$ cat config.mk
export PLATFORM = sky130hd
export DESIGN_NAME = dbpd_queue
export DESIGN_NICKNAME = d
export VERILOG_FILES = /design/src/hdl/dbpd_pkg.sv /design/src/hdl/dbpd_cell.sv /design/src/hdl/dbpd_queue.sv
export SDC_FILE = /design/constraint.sdc
export NUM_CORES = 2
export LEC_CHECK = 0
export BUFFER_PORTS_ARGS = -buffer_cell sky130_fd_sc_hd__buf_4
export CORE_ASPECT_RATIO = 0.7
export CORE_MARGIN = 2
export CORE_UTILIZATION = 30
export DETAILED_ROUTE_END_ITERATION = 6
export GPL_TIMING_DRIVEN = 0
export PLACE_DENSITY = 0.46
export SYNTH_ARGS = -nofsm -noshare
export SYNTH_HDL_FRONTEND = slang
export SYNTH_HIERARCHICAL = 1
export SYNTH_SLANG_ARGS = --single-unit
$ cat constraint.sdc
create_clock -name i_clk -period 5.1 [get_ports i_clk]
set_input_delay 0.51 -clock i_clk [delete_from_list [all_inputs] [get_ports i_clk]]
set_output_delay 0.51 -clock i_clk [all_outputs]
set_load 0.05 [all_outputs]
$ cat src/hdl/dbpd_pkg.sv
package dbpd_pkg;

    localparam int ID_W      = 6;
    localparam int IN_TIME_W = 32;
    localparam int NUM_Q     = 4;

    // queue numbering: {direction, low class}
    localparam logic [1:0] Q_EH = 2'd0;
    localparam logic [1:0] Q_EL = 2'd1;
    localparam logic [1:0] Q_WH = 2'd2;
    localparam logic [1:0] Q_WL = 2'd3;

    localparam logic [1:0] STREAK_MAX = 2'd3;

    localparam logic [1:0] STREAK_LIMIT_RST = 2'd2;
    localparam logic       FIRST_DIR_RST    = 1'b1;

    typedef enum logic {
        REG_STREAK_LIMIT = 1'b0,
        REG_FIRST_DIR    = 1'b1
    } t_reg_idx;

    typedef enum logic {
        REQ_ARRIVE = 1'b0,
        REQ_FINISH = 1'b1
    } t_req_type;

    typedef enum logic [1:0] {
        ST_OK          = 2'd0,
        ST_DROPPED     = 2'd1,
        ST_IDLE_FINISH = 2'd2
    } t_status;

    typedef enum logic {
        S_IDLE  = 1'b0,
        S_GRANT = 1'b1
    } t_state;

    typedef struct packed {
        logic ins;
        logic pop;
    } t_cell_ctrl;

    typedef struct packed {
        logic full;
        logic nonempty;
    } t_queue_stat;

endpackage

$ cat src/hdl/dbpd_cell.sv
module dbpd_cell import dbpd_pkg::*; #(
    parameter int TIME_WIDTH = 32
) (
    input  logic                  i_clk,
    input  t_cell_ctrl            i_ctrl,
    input  logic                  i_valid,
    input  logic [ID_W-1:0]       i_new_id,
    input  logic [TIME_WIDTH-1:0] i_new_time,
    input  logic                  i_prev_before,
    input  logic [ID_W-1:0]       i_prev_id,
    input  logic [TIME_WIDTH-1:0] i_prev_time,
    input  logic [ID_W-1:0]       i_next_id,
    input  logic [TIME_WIDTH-1:0] i_next_time,
    output logic                  o_before,
    output logic [ID_W-1:0]       o_id,
    output logic [TIME_WIDTH-1:0] o_time
);

    logic [ID_W-1:0]       r_id;
    logic [TIME_WIDTH-1:0] r_time;
    logic [ID_W-1:0]       n_id;
    logic [TIME_WIDTH-1:0] n_time;

    // new entry sorts ahead of this one (equal entries keep arrival order)
    assign o_before = !i_valid || (i_new_time < r_time) ||
                      ((i_new_time == r_time) && (i_new_id < r_id));

    always_comb begin
        n_id   = r_id;
        n_time = r_time;
        if (i_ctrl.ins) begin
            if (i_prev_before) begin
                n_id   = i_prev_id;
                n_time = i_prev_time;
            end else if (o_before) begin
                n_id   = i_new_id;
                n_time = i_new_time;
            end
        end else if (i_ctrl.pop) begin
            n_id   = i_next_id;
            n_time = i_next_time;
        end
    end

    always_ff @(posedge i_clk) begin
        r_id   <= n_id;
        r_time <= n_time;
    end

    assign o_id   = r_id;
    assign o_time = r_time;

endmodule

$ cat src/hdl/dbpd_queue.sv
module dbpd_queue import dbpd_pkg::*; #(
    parameter int QUEUE_DEPTH = 16,
    parameter int TIME_WIDTH  = 32
) (
    input  logic                  i_clk,
    input  logic                  i_rst_n,
    input  t_cell_ctrl            i_ctrl,
    input  logic [ID_W-1:0]       i_new_id,
    input  logic [TIME_WIDTH-1:0] i_new_time,
    output t_queue_stat           o_stat,
    output logic [ID_W-1:0]       o_head_id,
    output logic [TIME_WIDTH-1:0] o_head_time
);

    localparam int CW = $clog2(QUEUE_DEPTH + 1);

    logic [CW-1:0] r_count;
    logic [CW-1:0] n_count;

    logic                  w_before [QUEUE_DEPTH];
    logic [ID_W-1:0]       w_id     [QUEUE_DEPTH];
    logic [TIME_WIDTH-1:0] w_time   [QUEUE_DEPTH];

    genvar gi;
    generate
        for (gi = 0; gi < QUEUE_DEPTH; gi++) begin : g_cell
            logic                  w_prev_before;
            logic [ID_W-1:0]       w_prev_id;
            logic [TIME_WIDTH-1:0] w_prev_time;
            logic [ID_W-1:0]       w_next_id;
            logic [TIME_WIDTH-1:0] w_next_time;

            if (gi == 0) begin : g_first
                assign w_prev_before = 1'b0;
                assign w_prev_id     = '0;
                assign w_prev_time   = '0;
            end else begin : g_mid
                assign w_prev_before = w_before[gi-1];
                assign w_prev_id     = w_id[gi-1];
                assign w_prev_time   = w_time[gi-1];
            end

            if (gi == QUEUE_DEPTH - 1) begin : g_last
                assign w_next_id   = '0;
                assign w_next_time = '0;
            end else begin : g_inner
                assign w_next_id   = w_id[gi+1];
                assign w_next_time = w_time[gi+1];
            end

            dbpd_cell #(
                .TIME_WIDTH(TIME_WIDTH)
            ) u_cell (
                .i_clk        (i_clk),
                .i_ctrl       (i_ctrl),
                .i_valid      (r_count > CW'(gi)),
                .i_new_id     (i_new_id),
                .i_new_time   (i_new_time),
                .i_prev_before(w_prev_before),
                .i_prev_id    (w_prev_id),
                .i_prev_time  (w_prev_time),
                .i_next_id    (w_next_id),
                .i_next_time  (w_next_time),
                .o_before     (w_before[gi]),
                .o_id         (w_id[gi]),
                .o_time       (w_time[gi])
            );
        end
    endgenerate

    always_comb begin
        n_count = r_count;
        if (i_ctrl.ins) begin
            n_count = r_count + CW'(1);
        end else if (i_ctrl.pop) begin
            n_count = r_count - CW'(1);
        end
    end

    always_ff @(posedge i_clk) begin
        if (!i_rst_n) begin
            r_count <= '0;
        end else begin
            r_count <= n_count;
        end
    end

    assign o_stat.full     = (r_count == CW'(QUEUE_DEPTH));
    assign o_stat.nonempty = (r_count != '0);
    assign o_head_id       = w_id[0];
    assign o_head_time     = w_time[0];

endmodule

==> results_tabular.tex <==
\begin{tabular}{lr}
\hline
Metric & Value \\
\hline
\multicolumn{2}{l}{\textbf{Status}} \\
Run status & complete, no violations \\
\multicolumn{2}{l}{\textbf{Global route}} \\
Wire length of the first global-routing pass & 220300 um \\
Number of global-route vias before repair & 34970 \\
Remaining global-route overflow & 0 \\
Total routing usage reported by global routing & 17.69\% \\
Maximum number of pins on one net before global-route repair & 33 \\
Antenna violations before repair & 1 \\
\multicolumn{2}{l}{\textbf{Placed design}} \\
Dpl ws & 425.6 ps \\
Gp weighted congestion & 0.8071 \\
Count of buffers from port buffering & 80 \\
Post-place instance area & 50890 um\^{}2 \\
Half-perimeter wire length after detailed placement & 116200 um \\
\multicolumn{2}{l}{\textbf{Clock tree}} \\
Root buffer selected by CTS & clkbuf\_16 \\
Clock latency on the worst-skew pair & 680 ps \\
CTS resizes & 0 \\
TritonCTS clock tree & yes \\
Clock Path Buffers & 3 \\
Worst-path clk slew & 60 ps \\
Number of setup buffers added after CTS & 0 \\
Total CTS buffers & 80 \\
Hold-fix buffers at CTS & 0 \\
Maximum level of the CTS H-tree & 3 \\
Number of sinks on the clock net & 613 \\
\multicolumn{2}{l}{\textbf{Detailed routing}} \\
Remaining antenna violation count after routing & 0 \\
First DRT Iteration DRCs & 2524 \\
Number of vias per cell & 4.955 \\
Number of remaining DRC errors & 0 \\
Routed len/inst & 19.92 um \\
Final routed wirelength across all metal layers & 144300 um \\
Total via count after detailed routing & 35890 \\
First-pass DRT Iterations & 6 \\
\multicolumn{2}{l}{\textbf{Floorplan}} \\
Height of the die & 335.1 um \\
Placeable core area & 155500 um\^{}2 \\
Starting Density & 30.21\% \\
Top-level port count & 82 \\
Cell Rows & 121 \\
Total die area & 159800 um\^{}2 \\
Die Span X & 476.9 um \\
\multicolumn{2}{l}{\textbf{STA}} \\
Final number of max-transition violations & 0 \\
Max\_slew headroom & 27.24\% \\
Timing-limited maximum frequency & 232.0 MHz \\
Period Utilization, post-route & 84.52\% \\
Worst clock skew & 39.59 ps \\
Final setup margin & 789.4 ps \\
Number of failing hold endpoints at the final stage & 0 \\
Final setup TNS & 0 ps \\
Worst-margin pin slew & 1080 ps \\
Endpoints failing setup & 0 \\
Worst hold slack & 140.0 ps \\
Final Critical Period & 4311 ps \\
RSZ-0062 raised after global routing & false \\
\multicolumn{2}{l}{\textbf{Flow run}} \\
Maxcap violations & 0 \\
\multicolumn{2}{l}{\textbf{Power}} \\
Ratio of total power to cell area & 345.1 nW/um\^{}2 \\
Leakage dissipation & 26.70 nW \\
Worst supply voltage drop on vdd & 0.2401 mV \\
\multicolumn{2}{l}{\textbf{Worst setup path}} \\
Crit path max fanout & 10 \\
Cell-by-cell listing of the critical path & inv\_1 > ha\_1 > a21o\_1 > a221o\_1 > a221oi\_1 > o21ai\_0 > o31ai\_2 > buf\_2 > buf\_2 > mux2i\_1 > a21oi\_1 \\
Critical path launch point type & flop \\
Crit Path Class & flop to flop \\
Critical-path top delay cell & o31ai\_2 \\
Critical Path AT & 4710 ps \\
CP top delay family & compound AO/OA/AOI/OAI gates \\
CP Capture Type & flop \\
Buffering stage count on the worst path with inverters included & 3 \\
Library cell appearing most often on the critical path & buf\_2 \\
Slowest Stage Delay on Critical Path & 620 ps \\
Data required time of the worst path & 5500 ps \\
\multicolumn{2}{l}{\textbf{Logic synthesis}} \\
Yosys warns & 6 \\
Syn Std Cell Area & 46970 um\^{}2 \\
Mapped Cells & 4838 \\
Avg Inst Size Synth & 9.708 um\^{}2 \\
\multicolumn{2}{l}{\textbf{Cells and area}} \\
Share of post-route cells with drive strength above 1 & 7.688\% \\
Layout net count & 5733 \\
Final std cell area, no fill & 53330 um\^{}2 \\
Final core utilization & 34.30\% \\
Area growth syn-to-layout & 13.54\% \\
\multicolumn{2}{l}{\textbf{Min path}} \\
Hold Crit Class & input port to flop \\
\hline
\end{tabular}
## final timing paths
check | start | to | slack [ps] | cells past startpoint
setup / recovery | g_cell[2].u_cell/o_time[17] | g_cell[3].u_cell/o_id[1] | 790 | 11
setup reg to reg | g_cell[2].u_cell/o_time[17] | g_cell[3].u_cell/o_id[1] | 790 | 11
hold / removal | i_rst_n | r_count[3] | 140 | 3
hold reg to reg | g_cell[15].u_cell/o_time[10] | g_cell[14].u_cell/o_time[10] | 610 | 2
## sequential cells by signal, summed over array words and instances (netlist names)
| name | count |
|---|---|
| g_cell.u_cell/o_time | 512 |
| g_cell.u_cell/o_id | 96 |
| r_count | 5 |
## worst reg2reg max path: stages (launching register included)
cell and delay (ps):
edfxtp_1 410, inv_1 80, ha_1 230, a21o_1 200, a221o_1 420, a221oi_1 400, o21ai_0 500, o31ai_2 630
buf_2 460, buf_2 390, mux2i_1 230, a21oi_1 80
## final cells by class
class                      count  area, um^2
inverter                     616        2312
clock inverter                36       211.5
fill                       16050      102200
timing repair buffer          96       996.0
antenna                        2       5.005
tap                         2091        2616
buffer                       213       884.6
sequential                   613       18360
clock buffer                 103        2216
multi-input combinational   3474       25730
## per-stage QoR
step,cells,power (mW)
2_1_floorplan,4916,11.08
4_1_cts,7242,18.59
3_5_place_dp,7103,12.96
6_report,7244,18.40
3_3_place_gp,7087,12.81
5_1_grt,7243,19.55
## layout by cell type, fill, tap and decap left out, drive strengths merged, types with 31 or more instances in the layout
cell / count
a21o: 78
inv: 615
buf: 165
a21oi: 859
nor4: 31
o211ai: 31
conb: 79
clkbuf: 247
nand3: 50
nand2: 122
nand4: 95
nor3: 35
o21ai: 89
nor2: 644
ha: 597
edfxtp: 608
mux2i: 609
clkinv: 35
## routing by layer
metal | track usage, % | part of all wire, % | up-vias
met1 | 29.21 | 57 | 17370
met3 | 2.534 | 4.0 | 105
met4 | 2.661 | 1.2 | 0
met5 | 0 | 0 | -
li1 | - | - | 17880
met2 | 23.85 | 38 | 540
## report_power, final
group	switching [mW]	leakage, nW	internal, mW
logic	3.31	19.6	2.14
clock network	2.38	1.19	3.14
registers	0.771	5.93	6.66
No activity file was read; power rests on OpenSTA's default activity.
